$ cat config.mk
export PLATFORM = sky130hd
export DESIGN_NAME = key_value_status_string_parser_flat
export DESIGN_NICKNAME = d
export VERILOG_FILES = /design/src/sv/kvs_pkg.sv /design/src/sv/kvs_if.sv /design/src/sv/kvs_in_reg.sv /design/src/sv/kvs_core.sv /design/src/sv/kvs_out_reg.sv /design/src/sv/key_value_status_string_parser.sv /design/src/flat_wrapper.sv
export SDC_FILE = /design/constraint.sdc
export NUM_CORES = 1
export LEC_CHECK = 0
export BUFFER_PORTS_ARGS = -buffer_cell sky130_fd_sc_hd__buf_2
export CAP_MARGIN = 0
export CORE_MARGIN = 2
export CORE_UTILIZATION = 36
export DETAILED_ROUTE_END_ITERATION = 8
export PLACE_DENSITY_LB_ADDON = 0.2
export SYNTH_ARGS = -nofsm -noshare
export SYNTH_HDL_FRONTEND = slang
export SYNTH_SLANG_ARGS = --single-unit
$ cat constraint.sdc
create_clock -name clk_i -period 8.5 [get_ports clk_i]
set_input_delay 1.275 -clock clk_i [delete_from_list [all_inputs] [get_ports clk_i]]
set_output_delay 1.275 -clock clk_i [all_outputs]
set_load 0.1 [all_outputs]
$ cat src/sv/kvs_pkg.sv
// Shared types, constants and character helpers for the status string parser.
`default_nettype none

package kvs_pkg;

  localparam int KeyCount   = 6;
  localparam int TagCount   = 4;
  localparam int KeyTextLen = 9;
  localparam int TagTextLen = 11;

  typedef logic [KeyCount-1:0] key_set_t;
  typedef logic [TagCount-1:0] tag_set_t;
  typedef logic [3:0]          text_pos_t;

  localparam logic [31:0] NumStop    = 32'h7FFF_FFFF;
  localparam logic [31:0] PctMax     = 32'd100;
  localparam logic [7:0]  PctUnknown = 8'hFF;
  localparam logic [31:0] DecRadix   = 32'd10;
  localparam text_pos_t   PosMax     = 4'hF;

  // Key indexes, in table order
  localparam logic [2:0] KeyPresent   = 3'd0;
  localparam logic [2:0] KeyState     = 3'd1;
  localparam logic [2:0] KeyPercent   = 3'd2;
  localparam logic [2:0] KeyDesign    = 3'd3;
  localparam logic [2:0] KeyRemaining = 3'd4;
  localparam logic [2:0] KeyRate      = 3'd5;

  localparam logic [1:0] StateUnknown = 2'd0;

  localparam logic [7:0] CharComma = 8'h2C;
  localparam logic [7:0] CharSemi  = 8'h3B;
  localparam logic [7:0] CharSpace = 8'h20;
  localparam logic [7:0] CharTab   = 8'h09;
  localparam logic [7:0] CharLf    = 8'h0A;
  localparam logic [7:0] CharCr    = 8'h0D;
  localparam logic [7:0] CharEq    = 8'h3D;
  localparam logic [7:0] CharZero  = 8'h30;
  localparam logic [7:0] CharNine  = 8'h39;
  localparam logic [7:0] CharUpA   = 8'h41;
  localparam logic [7:0] CharUpZ   = 8'h5A;
  localparam logic [7:0] CaseBit   = 8'h20;

  // Left-justified keyword text, padded with blanks past the length
  localparam logic [KeyTextLen*8-1:0] KeyText [KeyCount] = '{
    "present  ", "state    ", "percent  ", "design   ", "remaining", "rate     "
  };
  localparam text_pos_t KeyLen [KeyCount] = '{4'd7, 4'd5, 4'd7, 4'd6, 4'd9, 4'd4};

  localparam logic [TagTextLen*8-1:0] TagText [TagCount] = '{
    "charging   ", "discharging", "full       ", "unknown    "
  };
  localparam text_pos_t  TagLen  [TagCount] = '{4'd8, 4'd11, 4'd4, 4'd7};
  localparam logic [1:0] TagCode [TagCount] = '{2'd1, 2'd2, 2'd3, 2'd0};

  typedef struct packed {
    logic [7:0] text_byte;
    logic       final_byte;
  } kvs_item_t;

  typedef struct packed {
    logic        recognized;
    logic        battery_present;
    logic [1:0]  charge_state;
    logic [7:0]  charge_percent;
    logic [31:0] design_capacity;
    logic [31:0] remaining_capacity;
    logic [31:0] present_rate;
  } kvs_rec_t;

  localparam kvs_rec_t RecReset = '{
    recognized:         1'b0,
    battery_present:    1'b1,
    charge_state:       StateUnknown,
    charge_percent:     PctUnknown,
    design_capacity:    32'd0,
    remaining_capacity: 32'd0,
    present_rate:       32'd0
  };

  function automatic logic [7:0] to_lower(input logic [7:0] c);
    if (c >= CharUpA && c <= CharUpZ) begin
      return c | CaseBit;
    end
    return c;
  endfunction

  function automatic logic is_sep(input logic [7:0] c);
    return c == CharComma || c == CharSemi || c == CharSpace ||
           c == CharTab || c == CharLf || c == CharCr;
  endfunction

  function automatic logic [7:0] key_char_at(input int k, input text_pos_t pos);
    int sh;
    sh = 0;
    if (pos < KeyLen[k]) begin
      sh = 8 * (KeyTextLen - 1 - int'(pos));
      return KeyText[k][sh +: 8];
    end
    return 8'h00;
  endfunction

  function automatic logic [7:0] tag_char_at(input int t, input text_pos_t pos);
    int sh;
    sh = 0;
    if (pos < TagLen[t]) begin
      sh = 8 * (TagTextLen - 1 - int'(pos));
      return TagText[t][sh +: 8];
    end
    return 8'h00;
  endfunction

  function automatic text_pos_t pos_inc(input text_pos_t pos);
    return (pos == PosMax) ? pos : pos + 4'd1;
  endfunction

endpackage

`default_nettype wire

$ cat src/sv/kvs_if.sv
// Valid/ready channel interfaces for text bytes in and status records out.
`default_nettype none

interface kvs_in_if;
  logic       valid;
  logic       ready;
  logic [7:0] text_byte;
  logic       final_byte;

  modport source (output valid, output text_byte, output final_byte, input ready);
  modport sink   (input valid, input text_byte, input final_byte, output ready);
endinterface

interface kvs_out_if;
  logic        valid;
  logic        ready;
  logic        recognized;
  logic        battery_present;
  logic [1:0]  charge_state;
  logic [7:0]  charge_percent;
  logic [31:0] design_capacity;
  logic [31:0] remaining_capacity;
  logic [31:0] present_rate;

  modport source (output valid, output recognized, output battery_present,
                  output charge_state, output charge_percent, output design_capacity,
                  output remaining_capacity, output present_rate, input ready);
  modport sink   (input valid, input recognized, input battery_present,
                  input charge_state, input charge_percent, input design_capacity,
                  input remaining_capacity, input present_rate, output ready);
endinterface

`default_nettype wire

$ cat src/sv/kvs_in_reg.sv
// Input register: holds one accepted text byte until the parser consumes it.
`default_nettype none

module kvs_in_reg (
  input  wire logic              clk_i,
  input  wire logic              rst_ni,
  kvs_in_if.sink                 in_i,
  input  wire logic              take_i,
  output logic                   item_valid_o,
  output kvs_pkg::kvs_item_t     item_o
);

  logic               valid_q;
  kvs_pkg::kvs_item_t item_q;

  assign in_i.ready   = !valid_q || take_i;
  assign item_valid_o = valid_q;
  assign item_o       = item_q;

  always_ff @(posedge clk_i or negedge rst_ni) begin
    if (!rst_ni) begin
      valid_q <= 1'b0;
    end else if (in_i.ready) begin
      valid_q <= in_i.valid;
    end
  end

  always_ff @(posedge clk_i) begin
    if (in_i.valid && in_i.ready) begin
      item_q.text_byte  <= in_i.text_byte;
      item_q.final_byte <= in_i.final_byte;
    end
  end

endmodule

`default_nettype wire

$ cat src/sv/kvs_core.sv
// Parser state: token phase, keyword and tag matching, decimal accumulate, record.
`default_nettype none

module kvs_core (
  input  wire logic               clk_i,
  input  wire logic               rst_ni,
  input  wire logic               step_i,
  input  wire kvs_pkg::kvs_item_t item_i,
  output logic                    emit_o,
  output kvs_pkg::kvs_rec_t       rec_o
);

  typedef enum logic [1:0] {
    PhSep   = 2'd0,
    PhKey   = 2'd1,
    PhValue = 2'd2
  } phase_e;

  phase_e                    phase_q, phase_d;
  kvs_pkg::text_pos_t        key_pos_q, key_pos_d, key_pos_b;
  kvs_pkg::key_set_t         key_cand_q, key_cand_d, key_cand_b;
  logic                      nonempty_q, nonempty_d;
  logic                      first_zero_q, first_zero_d;
  logic [31:0]               acc_q, acc_d, acc_n;
  logic                      stopped_q, stopped_d;
  kvs_pkg::text_pos_t        tag_pos_q, tag_pos_d;
  kvs_pkg::tag_set_t         tag_cand_q, tag_cand_d;
  kvs_pkg::kvs_rec_t         rec_q, rec_d, rec_c;

  logic [7:0] c, lc;
  logic       sep, eq, digit;
  logic       do_key, do_start, do_val, sep_commit, commit_en;
  logic [2:0] which;
  logic [1:0] tag;

  always_comb begin
    c     = item_i.text_byte;
    lc    = kvs_pkg::to_lower(c);
    sep   = kvs_pkg::is_sep(c);
    eq    = (c == kvs_pkg::CharEq);
    digit = (c >= kvs_pkg::CharZero) && (c <= kvs_pkg::CharNine);
    acc_n = acc_q * kvs_pkg::DecRadix + {24'd0, c - kvs_pkg::CharZero};

    phase_d      = phase_q;
    key_pos_d    = key_pos_q;
    key_cand_d   = key_cand_q;
    nonempty_d   = nonempty_q;
    first_zero_d = first_zero_q;
    acc_d        = acc_q;
    stopped_d    = stopped_q;
    tag_pos_d    = tag_pos_q;
    tag_cand_d   = tag_cand_q;
    key_pos_b    = key_pos_q;
    key_cand_b   = key_cand_q;
    do_key       = 1'b0;
    do_start     = 1'b0;
    do_val       = 1'b0;
    sep_commit   = 1'b0;
    which        = kvs_pkg::KeyPresent;
    tag          = kvs_pkg::StateUnknown;

    unique case (phase_q)
      PhKey: begin
        if (sep) begin
          phase_d = PhSep;
        end else if (eq) begin
          do_start = 1'b1;
        end else begin
          do_key = 1'b1;
        end
      end
      PhValue: begin
        if (sep) begin
          sep_commit = 1'b1;
          phase_d    = PhSep;
        end else begin
          do_val = 1'b1;
        end
      end
      default: begin
        // A non-separator opens a new token
        if (!sep) begin
          key_pos_b  = '0;
          key_cand_b = '1;
          if (eq) begin
            do_start = 1'b1;
          end else begin
            phase_d = PhKey;
            do_key  = 1'b1;
          end
        end
      end
    endcase

    if (do_key) begin
      for (int k = 0; k < kvs_pkg::KeyCount; k++) begin
        key_cand_d[k] = key_cand_b[k] && (key_pos_b < kvs_pkg::KeyLen[k]) &&
                        (kvs_pkg::key_char_at(k, key_pos_b) == lc);
      end
      key_pos_d = kvs_pkg::pos_inc(key_pos_b);
    end

    if (do_start) begin
      // Keep only keys whose length matches the text seen
      for (int k = 0; k < kvs_pkg::KeyCount; k++) begin
        key_cand_d[k] = key_cand_b[k] && (kvs_pkg::KeyLen[k] == key_pos_b);
      end
      key_pos_d    = key_pos_b;
      nonempty_d   = 1'b0;
      first_zero_d = 1'b0;
      acc_d        = '0;
      stopped_d    = 1'b0;
      tag_pos_d    = '0;
      tag_cand_d   = '1;
      phase_d      = PhValue;
    end

    if (do_val) begin
      nonempty_d   = 1'b1;
      first_zero_d = nonempty_q ? first_zero_q : (c == kvs_pkg::CharZero);
      if (!stopped_q) begin
        if (!digit) begin
          stopped_d = 1'b1;
        end else begin
          acc_d     = acc_n;
          stopped_d = (acc_n > kvs_pkg::NumStop);
        end
      end
      for (int t = 0; t < kvs_pkg::TagCount; t++) begin
        tag_cand_d[t] = tag_cand_q[t] && (tag_pos_q < kvs_pkg::TagLen[t]) &&
                        (kvs_pkg::tag_char_at(t, tag_pos_q) == lc);
      end
      tag_pos_d = kvs_pkg::pos_inc(tag_pos_q);
    end

    // Commit on a separator, or on a final byte that leaves a value open
    commit_en = sep_commit || (item_i.final_byte && phase_d == PhValue);

    for (int k = kvs_pkg::KeyCount - 1; k >= 0; k--) begin
      if (key_cand_d[k]) begin
        which = 3'(k);
      end
    end
    for (int t = 0; t < kvs_pkg::TagCount; t++) begin
      if (tag_cand_d[t] && tag_pos_d == kvs_pkg::TagLen[t]) begin
        tag = kvs_pkg::TagCode[t];
      end
    end

    rec_c = rec_q;
    if (commit_en && (|key_cand_d)) begin
      rec_c.recognized = 1'b1;
      unique case (which)
        kvs_pkg::KeyPresent:   rec_c.battery_present = nonempty_d && !first_zero_d;
        kvs_pkg::KeyState:     rec_c.charge_state = tag;
        kvs_pkg::KeyPercent:   rec_c.charge_percent =
                                 (acc_d > kvs_pkg::PctMax) ? kvs_pkg::PctMax[7:0] : acc_d[7:0];
        kvs_pkg::KeyDesign:    rec_c.design_capacity = acc_d;
        kvs_pkg::KeyRemaining: rec_c.remaining_capacity = acc_d;
        kvs_pkg::KeyRate:      rec_c.present_rate = acc_d;
        default:               rec_c = rec_q;
      endcase
    end
    rec_d = rec_c;

    // Final byte: the record leaves and the parser starts over
    if (item_i.final_byte) begin
      phase_d      = PhSep;
      key_pos_d    = '0;
      key_cand_d   = '1;
      nonempty_d   = 1'b0;
      first_zero_d = 1'b0;
      acc_d        = '0;
      stopped_d    = 1'b0;
      tag_pos_d    = '0;
      tag_cand_d   = '1;
      rec_d        = kvs_pkg::RecReset;
    end
  end

  assign emit_o = step_i && item_i.final_byte;
  assign rec_o  = rec_c;

  always_ff @(posedge clk_i or negedge rst_ni) begin
    if (!rst_ni) begin
      phase_q      <= PhSep;
      key_pos_q    <= '0;
      key_cand_q   <= '1;
      nonempty_q   <= 1'b0;
      first_zero_q <= 1'b0;
      acc_q        <= '0;
      stopped_q    <= 1'b0;
      tag_pos_q    <= '0;
      tag_cand_q   <= '1;
      rec_q        <= kvs_pkg::RecReset;
    end else if (step_i) begin
      phase_q      <= phase_d;
      key_pos_q    <= key_pos_d;
      key_cand_q   <= key_cand_d;
      nonempty_q   <= nonempty_d;
      first_zero_q <= first_zero_d;
      acc_q        <= acc_d;
      stopped_q    <= stopped_d;
      tag_pos_q    <= tag_pos_d;
      tag_cand_q   <= tag_cand_d;
      rec_q        <= rec_d;
    end
  end

endmodule

`default_nettype wire

$ cat src/sv/kvs_out_reg.sv
// Result register: holds one finished status record until the receiver takes it.
`default_nettype none

module kvs_out_reg (
  input  wire logic              clk_i,
  input  wire logic              rst_ni,
  input  wire logic              load_i,
  input  wire kvs_pkg::kvs_rec_t rec_i,
  output logic                   free_o,
  kvs_out_if.source              out_o
);

  logic              valid_q;
  kvs_pkg::kvs_rec_t rec_q;

  assign free_o = !valid_q || out_o.ready;

  assign out_o.valid              = valid_q;
  assign out_o.recognized         = rec_q.recognized;
  assign out_o.battery_present    = rec_q.battery_present;
  assign out_o.charge_state       = rec_q.charge_state;
  assign out_o.charge_percent     = rec_q.charge_percent;
  assign out_o.design_capacity    = rec_q.design_capacity;
  assign out_o.remaining_capacity = rec_q.remaining_capacity;
  assign out_o.present_rate       = rec_q.present_rate;

  always_ff @(posedge clk_i or negedge rst_ni) begin
    if (!rst_ni) begin
      valid_q <= 1'b0;
    end else if (load_i) begin
      valid_q <= 1'b1;
    end else if (out_o.ready) begin
      valid_q <= 1'b0;
    end
  end

  always_ff @(posedge clk_i) begin
    if (load_i) begin
      rec_q <= rec_i;
    end
  end

endmodule

`default_nettype wire

$ cat src/sv/key_value_status_string_parser.sv
// Battery status string parser: text bytes in, one status record per string out.
//
// in_i carries one character per transfer with final_byte on the last one of a
// string. out_o carries one record per string, transferred after its final byte.
// Each byte is registered, then parsed; a record is loaded into the result register
// when its final byte is parsed, shows on out_o from there and can transfer at the
// following edge. Throughput is one byte per cycle while no final byte waits on
// the result register, set by the single parse stage: the decimal step (multiply
// by ten, add, compare) and keyword compares are combinational.
// When out_o is stalled with a record waiting, non-final bytes keep flowing;
// a final byte holds in the input register until the result register frees,
// and in_i.ready drops behind it.
// Reset clears both registers and returns the parser to its between-tokens
// state with default record values: present 1, state unknown, percent 255,
// capacities and rate zero. No memory clearing pass is needed.
`default_nettype none

module key_value_status_string_parser (
  input  wire logic clk_i,
  input  wire logic rst_ni,
  kvs_in_if.sink    in_i,
  kvs_out_if.source out_o
);

  logic               item_valid;
  kvs_pkg::kvs_item_t item;
  logic               out_free;
  logic               step;
  logic               emit;
  kvs_pkg::kvs_rec_t  rec;

  // Advance unless a final byte would overwrite an untaken record
  assign step = item_valid && (!item.final_byte || out_free);

  kvs_in_reg u_in_reg (
    .clk_i        (clk_i),
    .rst_ni       (rst_ni),
    .in_i         (in_i),
    .take_i       (step),
    .item_valid_o (item_valid),
    .item_o       (item)
  );

  kvs_core u_core (
    .clk_i  (clk_i),
    .rst_ni (rst_ni),
    .step_i (step),
    .item_i (item),
    .emit_o (emit),
    .rec_o  (rec)
  );

  kvs_out_reg u_out_reg (
    .clk_i  (clk_i),
    .rst_ni (rst_ni),
    .load_i (emit),
    .rec_i  (rec),
    .free_o (out_free),
    .out_o  (out_o)
  );

`ifndef ASSERT_OFF
  a_emit_into_free: assert property (@(posedge clk_i) disable iff (!rst_ni)
    emit |-> out_free)
    else $error("record emitted while result register occupied");

  a_emit_shows: assert property (@(posedge clk_i) disable iff (!rst_ni)
    emit |=> out_o.valid)
    else $error("emitted record not presented");

  a_percent_range: assert property (@(posedge clk_i) disable iff (!rst_ni)
    out_o.valid |-> (out_o.charge_percent <= kvs_pkg::PctMax[7:0] ||
                     out_o.charge_percent == kvs_pkg::PctUnknown))
    else $error("charge percent out of range");

  a_unrecognized_defaults: assert property (@(posedge clk_i) disable iff (!rst_ni)
    (out_o.valid && !out_o.recognized) |->
      (out_o.battery_present && out_o.charge_state == kvs_pkg::StateUnknown &&
       out_o.charge_percent == kvs_pkg::PctUnknown && out_o.design_capacity == 32'd0 &&
       out_o.remaining_capacity == 32'd0 && out_o.present_rate == 32'd0))
    else $error("record without known key carries non-default values");
`endif

endmodule

`default_nettype wire
$ cat src/flat_wrapper.sv
// flat-port wrapper written by rule: the top's interface ports become plain ports
module key_value_status_string_parser_flat 
  (clk_i, rst_ni, in_i_valid, in_i_text_byte, in_i_final_byte, in_i_ready, out_o_valid, out_o_recognized, out_o_battery_present, out_o_charge_state, out_o_charge_percent, out_o_design_capacity, out_o_remaining_capacity, out_o_present_rate, out_o_ready);
  kvs_in_if in_i_i ();
  kvs_out_if out_o_i ();
  input  wire logic clk_i;
  input  wire logic rst_ni;
  input wire logic [$bits(in_i_i.valid)-1:0] in_i_valid;
  input wire logic [$bits(in_i_i.text_byte)-1:0] in_i_text_byte;
  input wire logic [$bits(in_i_i.final_byte)-1:0] in_i_final_byte;
  output wire logic [$bits(in_i_i.ready)-1:0] in_i_ready;
  output wire logic [$bits(out_o_i.valid)-1:0] out_o_valid;
  output wire logic [$bits(out_o_i.recognized)-1:0] out_o_recognized;
  output wire logic [$bits(out_o_i.battery_present)-1:0] out_o_battery_present;
  output wire logic [$bits(out_o_i.charge_state)-1:0] out_o_charge_state;
  output wire logic [$bits(out_o_i.charge_percent)-1:0] out_o_charge_percent;
  output wire logic [$bits(out_o_i.design_capacity)-1:0] out_o_design_capacity;
  output wire logic [$bits(out_o_i.remaining_capacity)-1:0] out_o_remaining_capacity;
  output wire logic [$bits(out_o_i.present_rate)-1:0] out_o_present_rate;
  input wire logic [$bits(out_o_i.ready)-1:0] out_o_ready;
  assign in_i_i.valid = in_i_valid;
  assign in_i_i.text_byte = in_i_text_byte;
  assign in_i_i.final_byte = in_i_final_byte;
  assign in_i_ready = in_i_i.ready;
  assign out_o_valid = out_o_i.valid;
  assign out_o_recognized = out_o_i.recognized;
  assign out_o_battery_present = out_o_i.battery_present;
  assign out_o_charge_state = out_o_i.charge_state;
  assign out_o_charge_percent = out_o_i.charge_percent;
  assign out_o_design_capacity = out_o_i.design_capacity;
  assign out_o_remaining_capacity = out_o_i.remaining_capacity;
  assign out_o_present_rate = out_o_i.present_rate;
  assign out_o_i.ready = out_o_ready;
  key_value_status_string_parser u_core (.clk_i(clk_i), .rst_ni(rst_ni), .in_i(in_i_i), .out_o(out_o_i));
endmodule
* After elaboration in Yosys (flattened, before gate mapping)
Cells that the tools add are included.
** Word-level totals
- Bits in registers :: 282
- Input port bits :: 13
- Output and inout port bits :: 110
- Word-level logic and storage cells :: 278
** Cells by class
- $add $sub $neg :: 6
- Multiply operators :: 1
- Order comparisons :: 15
- Equal/unequal tests :: 37
- Shifts and indexed selects :: 10
- Multiplexer cells :: 124
- Reductions and logical operators :: 58
** Operators by type and width (count)
- variable part select 72 x 8 -> 8 bit (first input constant) :: 6
- variable part select 88 x 8 -> 8 bit (first input constant) :: 4
- two-way mux 8 bit :: 34
- two-way mux 32 bit :: 8
- two-way mux 108 bit :: 2
- equality test 8 bit :: 10
- two-way mux 4 bit :: 13
- two-way mux 1 bit :: 46
- equality test 8 x 6 -> 1 bit (second input constant) :: 5
- logical AND 1 bit :: 38
- adder 32 x 8 -> 32 bit :: 1
- greater-than comparator 32 x 31 -> 1 bit (second input constant) :: 1
- greater-than comparator 32 x 7 -> 1 bit (second input constant) :: 1
- multiplier 32 x 3 -> 31 bit (second input constant) :: 1
- two-way mux 6 bit :: 5
- equality test 8 x 4 -> 1 bit (second input constant) :: 3
- less-than comparator 4 x 3 -> 1 bit (second input constant) :: 6
- two-way mux 2 bit :: 10
- two-way mux 3 bit :: 6
- equality test 3 x 4 -> 1 bit (first input constant) :: 4
- equality test 4 bit (second input constant) :: 4
- less-than comparator 4 bit (second input constant) :: 3
- OR reduction 6 bit :: 2
- subtractor 4 x 4 -> 5 bit (first input constant) :: 2
- 20 further kinds :: 36

* Logic depth before layout (Yosys ltp)
- Depth after elaboration :: 28
- Depth in mapped cells :: 27
- Gate-level depth less buffers :: 19

* By module
From an unflattened synthesis, not the netlist that was laid out.
** Unflattened totals
- Cell total of the unflattened synthesis :: 1955
- Area, all modules :: 18173.7 µm²
** By module, submodules not included
- kvs_core :: times used 1, cells each 1829, area each 14547.7 µm²
- kvs_out_reg :: times used 1, cells each 111, area each 3290.7 µm²
- kvs_in_reg :: times used 1, cells each 13, area each 324.1 µm²
- key_value_status_string_parser :: times used 1, cells each 2, area each 11.3 µm²

* Least setup slack after synthesis
No wires, ideal clock.
- Path kind :: input port to flip-flop
- From :: input out_o_ready
- To :: register u_core.u_out_reg.rec_q, in the netlist u_core.u_out_reg.out_o.battery_present (enable)
- Arrival time :: 6.512 ns
- Required time :: 7.915 ns
- Slack :: 1.402 ns
- Cell stages on the path :: 5
- Cells stage by stage :: or3_1 -> nand2_1 -> clkbuf_1 -> clkbuf_1 -> nor2_1
** On the way
- Longest elaborated chain between the ends :: 4
** Ends and longest elaborated chain
- start, declared :: line flat_wrapper.sv:20 : input wire logic [$bits(out_o_i.ready)-1:0] out_o_ready;
- logical OR 1 bit :: line kvs_out_reg.sv:16 : assign free_o = !valid_q || out_o.ready;
- logical OR 1 bit :: line key_value_status_string_parser.sv:33 : assign step = item_valid && (!item.final_byte || out_free);
- logical AND 1 bit :: line key_value_status_string_parser.sv:33
- logical AND 1 bit :: line kvs_core.sv:181 : assign emit_o = step_i && item_i.final_byte;
- via u_core.emit :: line key_value_status_string_parser.sv:29 : logic emit;
- end signal, assigned :: line kvs_out_reg.sv:39 : rec_q <= rec_i;
- end, declared :: line kvs_out_reg.sv:14 : kvs_pkg::kvs_rec_t rec_q;
The timed path passes the listed nets, and every way through them passes these cells.
A chain may end at the register's enable or synchronous reset.

==> results summary <==
The post-cts sizing count is 0. The number of clock sinks is 281. The number of setup buffers added after CTS is 0. The distinct cell type count of the synthesized netlist came out at 102. Buffers placed on the I/O ports in this run total 122. The final critical path time including I/O delays and setup came out at 7700 ps. The count of hold buffers inserted by post-cts repair is 0.

Ranked by total cell area, the synthesized netlist is headed by sky130_fd_sc_hd__dfrtp_1 20%, sky130_fd_sc_hd__edfxtp_1 19%, sky130_fd_sc_hd__nand2_1 7.0%. The dominant combinational cell family by area after synthesis is compound AO/OA/AOI/OAI gates. After detailed routing, the number of vias per cell comes to 5.87. By startpoint and endpoint, the worst setup path is classified as register to register.

The number of pins with negative max-slew slack in the final report is 0. From left edge to right edge, the die measures 229 um. The clock-pin slew of the registers on the worst-case setup and hold paths is 60 ps.

Summed over all instances, the cell type with the most area after synthesis is sky130_fd_sc_hd__dfrtp_1. Setup repair after global routing left no endpoint under its margin. The mux contribution to synthesized area came out at 0.0236. The arithmetic-cell share of the synthesized area counting full adders, half adders and majority gates is 0.0525. For this configuration, the core starts out at a cell density of 0.363. The type of origin of the critical path is a register. The endpoint type of the worst setup path is a register. The via count of the routed design came out at 16200. The aggregate routed wire length is 60800 um. The largest net degree at the start of global routing is 72.

On the critical path, the stage with the largest delay is an instance of sky130_fd_sc_hd__or3_2. The number of DRC markers after the initial detailed-route iteration came out at 1593. Once layout is complete, the utilization of the core stands at 0.410. The number of nets in the synthesized netlist came out at 2094.

The sum of buffers and inverters on the critical path is 3. Of the cells placed in the final design, the portion with a size suffix greater than 1 is 0.148. The placement row count came out at 82. The initial antenna violation count came to 2. Detailed placement ended at an HPWL of 43000 um. The final hold violation count is 0. The path with the worst hold slack has its endpoint at u_core.u_core.rec_q[59]. The H-tree was split into 2 levels.

Summed over all layers, the global routing overflow is 0. The smallest setup slack after layout came out at 800 ps. After synthesis the netlist holds a flip-flop and latch count of 281. The maximum count of clock buffers along a single path came out at 3. The startpoint identified for the worst register-to-register timing path is u_core.u_in_reg.item_o[6]. The count of pins on the block boundary is 123. In this run the critical register-to-register path is captured at u_core.u_out_reg.out_o.present_rate[7]. The signed area change from the synthesized netlist to the final layout is 12.8%. The worst vdd rail ir drop came out at 104 uV.

The simple-gate share of the synthesized area came out at 0.187. The core region area is 0.0500 sq mm. The top-area cell type share of the netlist area came out at 0.201. At the worst endpoint, the arrival time is 7980 ps. The number of cells on the worst reg-to-reg path came out at 19. The top achievable clock speed came out at 130 MHz. The async set or reset register ratio after synthesis came out at 0.584. The mean instance size in the synthesized netlist is 9.05 sq um. The number of diodes added for antenna fixing is 0. Grouping stages by cell kind, the critical path spends the most delay in simple AND/OR/NAND/NOR gates. The all-layer global routing usage came out at 0.228. The count of flip-flops with a built-in enable after synthesis is 117.

The aggregate negative setup slack came out at 0 ps. At the worst endpoint, the required time is 8780 ps. Traced cell by cell, the critical path runs through ha_1, nor4bb_1, and3_1, nor4_2, buf_4, nor2_1, inv_1, ha_1, or3b_1, a2111oi_0, nor2_1, o311a_1, o211ai_1, a21oi_1, a32oi_1, nand4bb_1, or3_2, buf_4, mux2_2. The slew at the pin closest to its max-slew limit came out at 1280 ps. The total number of nets in the final design is 2152. The number of global-route vias before repair came out at 15100. The fraction of the mapped netlist area in compound gates is 0.238. The ratio of final minimum period to clock period is 0.906. The number of failing setup endpoints in the final timing report came out at 0. The cell count after synthesis came out at 2006. The cell area that synthesis handed to floorplanning was 0.0181 sq mm. The die is 229 um tall. The worst-case register-to-register setup slack is 800 ps. Measured against its own limit, the worst slew margin works out to 0.142. For the worst-skew pair, the clock arrives at the later sink with an insertion delay of 540 ps.

For this run, the detailed router's first-pass iteration total came to 7. The max-capacitance violation count is 0. The share of the synthesized netlist area taken by xor and xnor gates came out at 0.0381. Among all flip-flop cells after synthesis, the most frequent one is sky130_fd_sc_hd__dfrtp_1. The post-route cell area is 0.0205 sq mm.

The power density over the cells came out at 185 mW/mm^2. The root buffer cell is sky130_fd_sc_hd__clkbuf_16. The maximum fanout along the worst path came out at 53.

The warning count from the yosys run is 0. The sequential cell area fraction in the yosys report came out at 0.421. Before CTS, the worst setup slack after placement is 1070 ps. The startpoint identified for the worst hold timing path is u_core.u_core.rec_q[59]. The placed instance area came out at 0.0194 sq mm. At the end of routability-driven placement, the weighted congestion stood at 0.917. The setup clock skew after layout came out at 16.1 ps. The flow ran to the end, and the final reports show no timing, DRC or antenna violations.

The leakage component of the power is 8.36 nW. The TritonCTS clock tree is done. The wire length of the first global-routing pass came out at 93700 um.

The longest individual stage delay on the worst path is 950 ps. Dividing the detail-routed wire length by the instance count gives 22.0 um. The number of antenna-violating nets in the routed design came out at 0. The class of the most critical hold timing path is register to register. The number of CTS-inserted buffers came out at 34.

For this run, design rule violations remaining after detail routing come to 0. The number of cells on the worst hold path is 2. The area enclosed by the die boundary came out at 0.0522 sq mm.
[cell usage after synthesis, types with 16 or more instances]
| library cell | instances |
|---|---|
| sky130_fd_sc_hd__inv_1 | 32 |
| sky130_fd_sc_hd__xnor2_1 | 55 |
| sky130_fd_sc_hd__nand3_1 | 54 |
| sky130_fd_sc_hd__nor2b_1 | 17 |
| sky130_fd_sc_hd__o21ai_0 | 179 |
| sky130_fd_sc_hd__nor3_1 | 38 |
| sky130_fd_sc_hd__nand2b_1 | 23 |
| sky130_fd_sc_hd__a21oi_1 | 107 |
| sky130_fd_sc_hd__edfxtp_1 | 117 |
| sky130_fd_sc_hd__nor4_1 | 22 |
| sky130_fd_sc_hd__nor2_1 | 100 |
| sky130_fd_sc_hd__nand4_1 | 27 |
| sky130_fd_sc_hd__buf_1 | 16 |
| sky130_fd_sc_hd__dfrtp_1 | 146 |
| sky130_fd_sc_hd__o211ai_1 | 35 |
| sky130_fd_sc_hd__nand2_1 | 337 |
| sky130_fd_sc_hd__a22oi_1 | 31 |
| sky130_fd_sc_hd__a22o_1 | 41 |
| sky130_fd_sc_hd__xor2_1 | 22 |
| sky130_fd_sc_hd__o31ai_1 | 23 |
| sky130_fd_sc_hd__buf_2 | 24 |
| sky130_fd_sc_hd__dfstp_2 | 18 |
| sky130_fd_sc_hd__mux2_2 | 30 |
| sky130_fd_sc_hd__a31oi_1 | 16 |
| sky130_fd_sc_hd__o21ai_1 | 17 |
| sky130_fd_sc_hd__ha_1 | 73 |
| sky130_fd_sc_hd__clkbuf_1 | 103 |
[flip-flops by register name (all words and copies together) (netlist names), 2 cells and up]
| name | flops |
|---|---|
| u_core.u_core.rec_q | 108 |
| u_core.u_core.acc_q | 32 |
| u_core.u_out_reg.out_o.design_capacity | 32 |
| u_core.u_out_reg.out_o.present_rate | 32 |
| u_core.u_out_reg.out_o.remaining_capacity | 32 |
| u_core.u_in_reg.item_o | 9 |
| u_core.u_out_reg.out_o.charge_percent | 8 |
| u_core.u_core.key_cand_q | 6 |
| u_core.u_core.key_pos_q | 4 |
| u_core.u_core.tag_pos_q | 4 |
| u_core.u_core.tag_cand_q | 3 |
| u_core.u_core.phase_q | 2 |
| u_core.u_out_reg.out_o.charge_state | 2 |
[metal layers]
metal / vias to the layer above / wire (um) / GRT usage
li1: 7594 / - / -
met4: 2 / 1400 / 0.0598
met2: 625 / 26400 / 0.341
met1: 7892 / 28600 / 0.336
met3: 92 / 4330 / 0.0417
met5: - / 13 / 0
[layout make-up]
type                            instances  area, sq um
Clock buffer                           45          923
Clock inverter                         16          155
Fill cell                            4925        29500
Inverter                               38          143
Multi-Input combinational cell       1542         9810
Sequential cell                       281         7640
Tap cell                              672          841
Timing Repair Buffer                  167          955
[worst max-delay path by stage]
stage          cells past startpoint                                 endpoint  slack [ps]                      start
2_1_floorplan                      5   u_core.u_out_reg.out_o.battery_present        1400                out_o_ready
3_3_place_gp                      18  u_core.u_out_reg.out_o.present_rate[22]        1170  u_core.u_in_reg.item_o[4]
3_5_place_dp                      18  u_core.u_out_reg.out_o.present_rate[31]        1070  u_core.u_in_reg.item_o[4]
4_1_cts                           18   u_core.u_out_reg.out_o.present_rate[7]        1000  u_core.u_in_reg.item_o[4]
5_1_grt                           19   u_core.u_out_reg.out_o.present_rate[7]         250  u_core.u_in_reg.item_o[6]
6_report                          19   u_core.u_out_reg.out_o.present_rate[7]         800  u_core.u_in_reg.item_o[6]
[report_power, final]
| part | switching (mW) | internal (mW) | total (mW) |
|---|---|---|---|
| Combinational | 0.574 | 0.205 | 0.779 |
| Clock | 0.596 | 0.831 | 1.43 |
| Sequential | 0.0679 | 1.52 | 1.58 |
[layout by cell type, fill, tap and decap left out, types with 35 or more instances in the layout]
cell	netlist	final
sky130_fd_sc_hd__nand3_1	54	54
sky130_fd_sc_hd__buf_2	24	121
sky130_fd_sc_hd__a21oi_1	107	107
sky130_fd_sc_hd__o211ai_1	35	35
sky130_fd_sc_hd__edfxtp_1	117	117
sky130_fd_sc_hd__nor3_1	38	38
sky130_fd_sc_hd__o21ai_0	179	178
sky130_fd_sc_hd__a22o_1	41	41
sky130_fd_sc_hd__nand2_1	337	336
sky130_fd_sc_hd__xnor2_1	55	55
sky130_fd_sc_hd__ha_1	73	73
sky130_fd_sc_hd__clkbuf_16	0	35
sky130_fd_sc_hd__nor2_1	100	98
sky130_fd_sc_hd__dfrtp_1	146	146
sky130_fd_sc_hd__buf_4	0	45
[worst register-to-register path, cell delays in order (launching register included)]
cell and delay [ps]:
sky130_fd_sc_hd__edfxtp_1 550, sky130_fd_sc_hd__ha_1 320, sky130_fd_sc_hd__nor4bb_1 480, sky130_fd_sc_hd__and3_1 410, sky130_fd_sc_hd__nor4_2 80, sky130_fd_sc_hd__buf_4 220
sky130_fd_sc_hd__nor2_1 330, sky130_fd_sc_hd__inv_1 250, sky130_fd_sc_hd__ha_1 500, sky130_fd_sc_hd__or3b_1 490, sky130_fd_sc_hd__a2111oi_0 580, sky130_fd_sc_hd__nor2_1 140
sky130_fd_sc_hd__o311a_1 320, sky130_fd_sc_hd__o211ai_1 230, sky130_fd_sc_hd__a21oi_1 80, sky130_fd_sc_hd__a32oi_1 490, sky130_fd_sc_hd__nand4bb_1 300, sky130_fd_sc_hd__or3_2 950
sky130_fd_sc_hd__buf_4 410, sky130_fd_sc_hd__mux2_2 300
[per-stage QoR]
| step | std cells | power (mW) | hold slack [ps] |
|---|---|---|---|
| after floorplan | 2006 | 2.18 | 448 |
| after global placement | 2700 | 2.38 | 461 |
| after detailed placement | 2700 | 2.38 | 467 |
| after CTS | 2761 | 3.81 | 479 |
| after global routing | 2761 | 3.94 | 502 |
| final | 2761 | 3.79 | 475 |
[cell families (layout without fill, tap and decap cells)]
logic type / count (synthesis) / after routing
AOI/OAI and AO/OA: 638 / 638
adders and majority gates: 75 / 75
DFF: 281 / 281
xor gates and xnor gates: 78 / 78
buffers and inverters: 183 / 266
and+or+nand+nor: 712 / 712
muxes: 39 / 39
Power figures use the tool's default switching activity.
